<file path="src/hw/rtl/qppm_pkg.sv">
// ----------------------------------------------------------------------------
// qppm_pkg
// shared types, constants and the cordic arctangent table
// ----------------------------------------------------------------------------
package qppm_pkg;

    localparam int CORDIC_STAGES = 18;
    localparam int ATAN_ENTRIES  = 30;
    localparam int NUM_CELLS     = (CORDIC_STAGES < ATAN_ENTRIES) ? CORDIC_STAGES
                                                                  : ATAN_ENTRIES;
    localparam int GRID_SIZE     = 64;

    // register indexes
    localparam logic [2:0] REG_COEF_X   = 3'd0;
    localparam logic [2:0] REG_COEF_Y   = 3'd1;
    localparam logic [2:0] REG_COEF_XX  = 3'd2;
    localparam logic [2:0] REG_COEF_YY  = 3'd3;
    localparam logic [2:0] REG_COEF_XY  = 3'd4;
    localparam logic [2:0] REG_ORIGIN_X = 3'd5;
    localparam logic [2:0] REG_ORIGIN_Y = 3'd6;
    localparam logic [2:0] REG_STEP_DX  = 3'd7;

    // cordic start value, 1/gain in q2.30
    localparam logic signed [33:0] CORDIC_INIT = 34'sd652032874;

    typedef struct packed {
        logic signed [31:0] coef_x;
        logic signed [31:0] coef_y;
        logic signed [31:0] coef_xx;
        logic signed [31:0] coef_yy;
        logic signed [31:0] coef_xy;
        logic signed [31:0] origin_x;
        logic signed [31:0] origin_y;
        logic        [30:0] step_dx;
    } t_cfg;

    typedef struct packed {
        logic signed [15:0] re;
        logic signed [15:0] im;
    } t_pixel;

    typedef struct packed {
        logic               outside;
        logic               flip;
        logic signed [33:0] x;
        logic signed [33:0] y;
        logic signed [33:0] z;
        t_pixel             pix;
    } t_cordic;

    // pipeline advance control shared by all stages
    typedef struct packed {
        logic en;
    } t_pipe_ctl;

    // arctangent of 2^-i in q0.32 turns
    function automatic logic signed [33:0] atan_turn(input logic [4:0] idx);
        logic signed [33:0] v;
        case (idx)
            5'd0:  v = 34'sd536870912;
            5'd1:  v = 34'sd316933406;
            5'd2:  v = 34'sd167458907;
            5'd3:  v = 34'sd85004756;
            5'd4:  v = 34'sd42667331;
            5'd5:  v = 34'sd21354465;
            5'd6:  v = 34'sd10679838;
            5'd7:  v = 34'sd5340245;
            5'd8:  v = 34'sd2670163;
            5'd9:  v = 34'sd1335087;
            5'd10: v = 34'sd667544;
            5'd11: v = 34'sd333772;
            5'd12: v = 34'sd166886;
            5'd13: v = 34'sd83443;
            5'd14: v = 34'sd41722;
            5'd15: v = 34'sd20861;
            5'd16: v = 34'sd10430;
            5'd17: v = 34'sd5215;
            5'd18: v = 34'sd2608;
            5'd19: v = 34'sd1304;
            5'd20: v = 34'sd652;
            5'd21: v = 34'sd326;
            5'd22: v = 34'sd163;
            5'd23: v = 34'sd81;
            5'd24: v = 34'sd41;
            5'd25: v = 34'sd20;
            5'd26: v = 34'sd10;
            5'd27: v = 34'sd5;
            5'd28: v = 34'sd3;
            5'd29: v = 34'sd1;
            default: v = 34'sd0;
        endcase
        return v;
    endfunction

endpackage

</file>
<file path="src/hw/rtl/qppm_cordic_cell.sv">
// ----------------------------------------------------------------------------
// qppm_cordic_cell
// one rotation-mode cordic micro-rotation, registered
// ----------------------------------------------------------------------------
module qppm_cordic_cell import qppm_pkg::*; (
    input  logic      i_clk,
    input  logic      i_rst_n,
    input  t_pipe_ctl i_ctl,
    input  logic [4:0] i_shift,
    input  logic      i_valid,
    input  t_cordic   i_d,
    output logic      o_valid,
    output t_cordic   o_d
);

    logic               r_v;
    t_cordic            r_d;
    t_cordic            n_d;
    logic signed [33:0] w_xs, w_ys, w_at;

    // shifted operands, floor by arithmetic shift
    assign w_xs = i_d.x >>> i_shift;
    assign w_ys = i_d.y >>> i_shift;
    assign w_at = atan_turn(i_shift);

    // rotate toward zero residual angle
    always_comb begin
        n_d = i_d;
        if (!i_d.z[33]) begin
            n_d.x = i_d.x - w_ys;
            n_d.y = i_d.y + w_xs;
            n_d.z = i_d.z - w_at;
        end else begin
            n_d.x = i_d.x + w_ys;
            n_d.y = i_d.y - w_xs;
            n_d.z = i_d.z + w_at;
        end
    end

    always_ff @(posedge i_clk) begin
        if (!i_rst_n) begin
            r_v <= 1'b0;
        end else if (i_ctl.en) begin
            r_v <= i_valid;
        end
    end

    always_ff @(posedge i_clk) begin
        if (i_ctl.en) begin
            r_d <= n_d;
        end
    end

    assign o_valid = r_v;
    assign o_d     = r_d;

endmodule

</file>
<file path="config.mk">
export PLATFORM = sky130hd
export DESIGN_NAME = qppm_cordic_cell
export DESIGN_NICKNAME = d
export VERILOG_FILES = /design/src/hw/rtl/qppm_pkg.sv /design/src/hw/rtl/qppm_cordic_cell.sv
export SDC_FILE = /design/constraint.sdc
export NUM_CORES = 1
export LEC_CHECK = 0
export ABC_AREA = 1
export BUFFER_PORTS_ARGS = -buffer_cell sky130_fd_sc_hd__buf_2
export CAP_MARGIN = 5
export CORE_ASPECT_RATIO = 1.5
export CORE_UTILIZATION = 50
export CTS_BUF_LIST = sky130_fd_sc_hd__clkbuf_8
export DETAILED_ROUTE_END_ITERATION = 8
export PLACE_DENSITY = 0.72
export SLEW_MARGIN = 20
export SYNTH_ARGS = -nofsm -noshare
export SYNTH_HDL_FRONTEND = slang
export SYNTH_SLANG_ARGS = --single-unit
</file>
<file path="constraint.sdc">
create_clock -name i_clk -period 5.8 [get_ports i_clk]
set_input_delay 0.29 -clock i_clk [delete_from_list [all_inputs] [get_ports i_clk]]
set_output_delay 0.29 -clock i_clk [all_outputs]
set_load 0.03 [all_outputs]
</file>
## After elaboration in Yosys (flattened, before gate mapping)

Memories as Yosys holds them, arrays and structs flattened.
Index checks and enable logic that the tools add are counted.
W data, S select, Z words.

| cells by class | value |
|---|---|
| add/subtract/negate cells | 6 |
| shift-type cells | 2 |
| mux-type cells | 1 |

Operators with widths:

| operator | number |
|---|---|
| $add A34 B34 Y34 | 3 |
| $mux W102 | 1 |
| $sub A34 B34 Y34 | 3 |
| $sshr A34 B5 Y34 | 2 |

| word-level totals | value |
|---|---|
| bits in registers | 137 |
| bits in read-only memories | 960 |
| bits of input ports | 145 |
| output and inout port bits | 137 |
| word-level logic and storage cells | 18 |
| memories | 1 |

Memories:

| memory | depth | bits a word | read ports | clocked after Yosys merged registers in | write ports | RTL line | text |
|---|---|---|---|---|---|---|---|
| (name not given) | 32 | 30 | 1 | 0 | 0 | qppm_pkg.sv:59 | `case (idx)` |

## Depth between registers and ports, before layout

| logic depth | value |
|---|---|
| depth in word-level cells | 3 |
| mapped depth | 34 |
| depth with buffers taken out | 32 |

## Worst setup path after synthesis

Ideal clock, no wire load.

| path | value |
|---|---|
| path kind | input to register |
| from | in i_shift[1] |
| to | reg r_d (netlist bit o_d[57]), data pin |
| setup time | 260 ps |
| data arrival time | 3847 ps |
| required time | 5540 ps |
| slack | 1694 ps |
| cell stages on the path | 29 |
| cells stage by stage | buf_6 inv_4 buf_2 ha_1 nand2_1 nand2_1 a21oi_1 o21ai_1 o21ai_1 inv_1 ha_1 nand2_1 nor2_1 nand2_1 nor2_2 nor2_1 xor2_1 inv_1 ha_1 nand2_1 nor2_1 inv_1 o21ai_0 a21oi_1 o21ai_0 nand2_1 nand2_1 a21boi_0 xnor2_1 |

RTL lines:

| item | RTL line | text |
|---|---|---|
| start, declared | qppm_cordic_cell.sv:9 | `input logic [4:0] i_shift,` |
| end signal, assigned | qppm_cordic_cell.sv:50 | `r_d <= n_d;` |
| end, declared | qppm_cordic_cell.sv:17 | `t_cordic r_d;` |

==> reports/metrics.cfg <==
[outcome]
outcome=finished, final reports clean

[route]
drt_wl_total_um=60700
viasPerCell=5.65
drtAntennaViolNets=0
wl_per_cell_um=18.8
drtPass1Iterations=8
num_vias=18254
drc=0
drt_iter0_markers=1484

[synth]
yosysWarnings=0
postSynth.asyncResetShare_pct=0
avgSynthCellArea_sq_um=6.59
syn_inst=2514
yosys.area.top_type=edfxtp_1
ys_top_cells_by_area=edfxtp_1 (25%), nand2_1 (17%), nand3_1 (12%)
synth_top_area_share_pct=24.6
synth_cell_type_count=55
syn_area_sq_um=16600
synth_nets=2772
synth_flop_cell=edfxtp_1
synth_edf_count=136
synth-seq-cells=137
yosysSeqAreaShare_pct=24.8

[worst_hold_path]
hold_path_class=primary input to flip-flop
min_from=i_valid

[setup_path]
critPathKind=primary input to flip-flop
end_kind=flip-flop
cp_slowest_stage_delay_ns=0.97
arrival_ns=5.41
worstPathRequired_ns=6.09
critPathMaxFanout=35
path_cells=buf_2 > inv_4 > buf_4 > nand3_1 > nand3_1 > nand3_1 > nand3_1 > nand2_1 > inv_2 > ha_1 > inv_1 > nor3_4 > nand2_1 > nor2_1 > nor2_1 > xor2_1 > ha_1 > a21oi_1 > o21ai_0 > a21oi_1 > nand2_1 > a2111oi_0 > nand3b_1 > nand2_1
cp-start-kind=primary input
crit_start=i_shift[1]
r2r-start=o_valid
slowest_stage=a2111oi_0

[floorplan]
core_area_sq_um=32600
dieArea_sq_um=33900
chipWidth_um=151
io_pins=282
rows=81
die_h_um=225
start_util_pct=50.8

[clock_tree]
cts_max_level=4
cts.sinks=137
clk_pin_slew_worst_paths_ns=0.13
clk_path_buf_depth=2
insertion_delay_ns=0.49
post_cts_buffers=0
cts_resized=0
cts_buffers=17
hold_buffers=34
clock-root-buffer=clkbuf_8
cts_tree=done

[global_route]
met3_usage_pct=3.79
grt_max_degree=84
grtUsageMet2_pct=63.2
track_usage_pct=35.6
met1_usage_pct=39.6
grt_pass1_wl_um=91800
grt_pass1_vias=17609
overflow=0
antenna_found_initial=3
top_usage_layer=met2

[layout]
final_cell_mix=nand2_1 (769), nand3_1 (384), buf_2 (280)
drive_above_1_share_pct=16.5
nets=3055
fin_cells=3229
final_common_cell=nand2_1
finish.utilization_pct=58.3
fillers=3312
syn_to_final_growth_pct=14.8

[placed_design]
dp.cells=3159
io_buffers=281
gp_congestion=1.03
post-dp-hpwl_um=49700

[run]
cap_violations=0

[timing]
finalClockSkew_ns=0
finalHoldViolations=0
final.period_utilization_pct=88.4
tightest_slew_ns=1.12
final_max_slew_viol_count=0
whs_ns=0.0233
period_needed_ns=5.12
finalSetupViolations=0
slew-limit-headroom_pct=23.1
rsz0062_at_grt=no
fmax_mhz=195
setup_tns_ns=0

[power_and_ir_drop]
irDropWorstVdd_mv=0.196
leakagePower_nw=9.45
p_per_area_nw_per_um2=271

worst max-delay path, delay by kind of cell:
family          cells  cell delay [ns]
simple gates       12             1.91
xor+xnor            1             0.16
compound gates      4             1.60
buf+inv             5             0.91
fa+ha+maj           2             0.52
layer usage:
layer / share of wire, % / vias to the layer above
met5: 0 / -
met4: 6.5 / 0
met3: 5.6 / 203
met2: 50 / 767
met1: 38 / 8317
li1: - / 8967
final cells by class:
cell class                 count  area (sq um)  share of cell area (%)
multi-input combinational   2068         11100                    58.3
tap                          415           519                    2.73
clock buffer                  17           234                    1.23
antenna                        4          10.0                  0.0526
timing repair buffer         349          2030                    10.7
sequential                   137          4100                    21.6
inverter                     224           851                    4.47
clock inverter                15           176                   0.927
kinds of logic (layout without fill, tap and decap cells):
family	Yosys count	count (layout)	synth area share (%)
fa+ha+maj	113	113	8.67
buf+inv	309	605	8.24
xor+xnor	169	169	8.93
compound gates	319	319	11.0
flops	137	137	24.8
simple gates	1467	1467	38.4
other cells	0	4	0
metrics by stage:
stage / total power [mW] / setup slack [ns] / cell area, sq um
2_1_floorplan: 3.45 / 1.69 / 16600
3_3_place_gp: 4.23 / 0.366 / 18300
3_5_place_dp: 4.25 / 0.289 / 18300
4_1_cts: 5.14 / 0.837 / 19000
5_1_grt: 5.46 / 0.366 / 19000
6_report: 5.15 / 0.675 / 19000
worst paths after layout:
check             to  slack, ns  cells past startpoint
min          o_valid       0.02                      3
max reg2reg  o_valid       5.12                      2
max          o_d[99]       0.68                     24
min reg2reg  o_valid       0.56                      2
sequential cells by signal, indices dropped and copies added (netlist names):
name / cells
o_valid: 1
o_d: 136
power by group:
part | total [mW] | leakage (nW) | internal (mW) | switching, mW
clock | 0.867 | 0.201 | 0.332 | 0.535
combinational | 2.82 | 7.91 | 0.884 | 1.93
sequential | 1.46 | 1.34 | 1.41 | 0.0569
total | 5.15 | 9.45 | 2.62 | 2.52
cells in the mapped netlist (23+ instances only):
master      n
nand2_1   769
nand3_1   384
nor2_1    200
inv_1     191
edfxtp_1  136
a21oi_1   131
xor2_1    121
ha_1      110
o21ai_0    80
xnor2_1    48
buf_2      39
nand2_2    31
inv_2      30
nor2_2     23
Power figures use the tool's default switching activity.
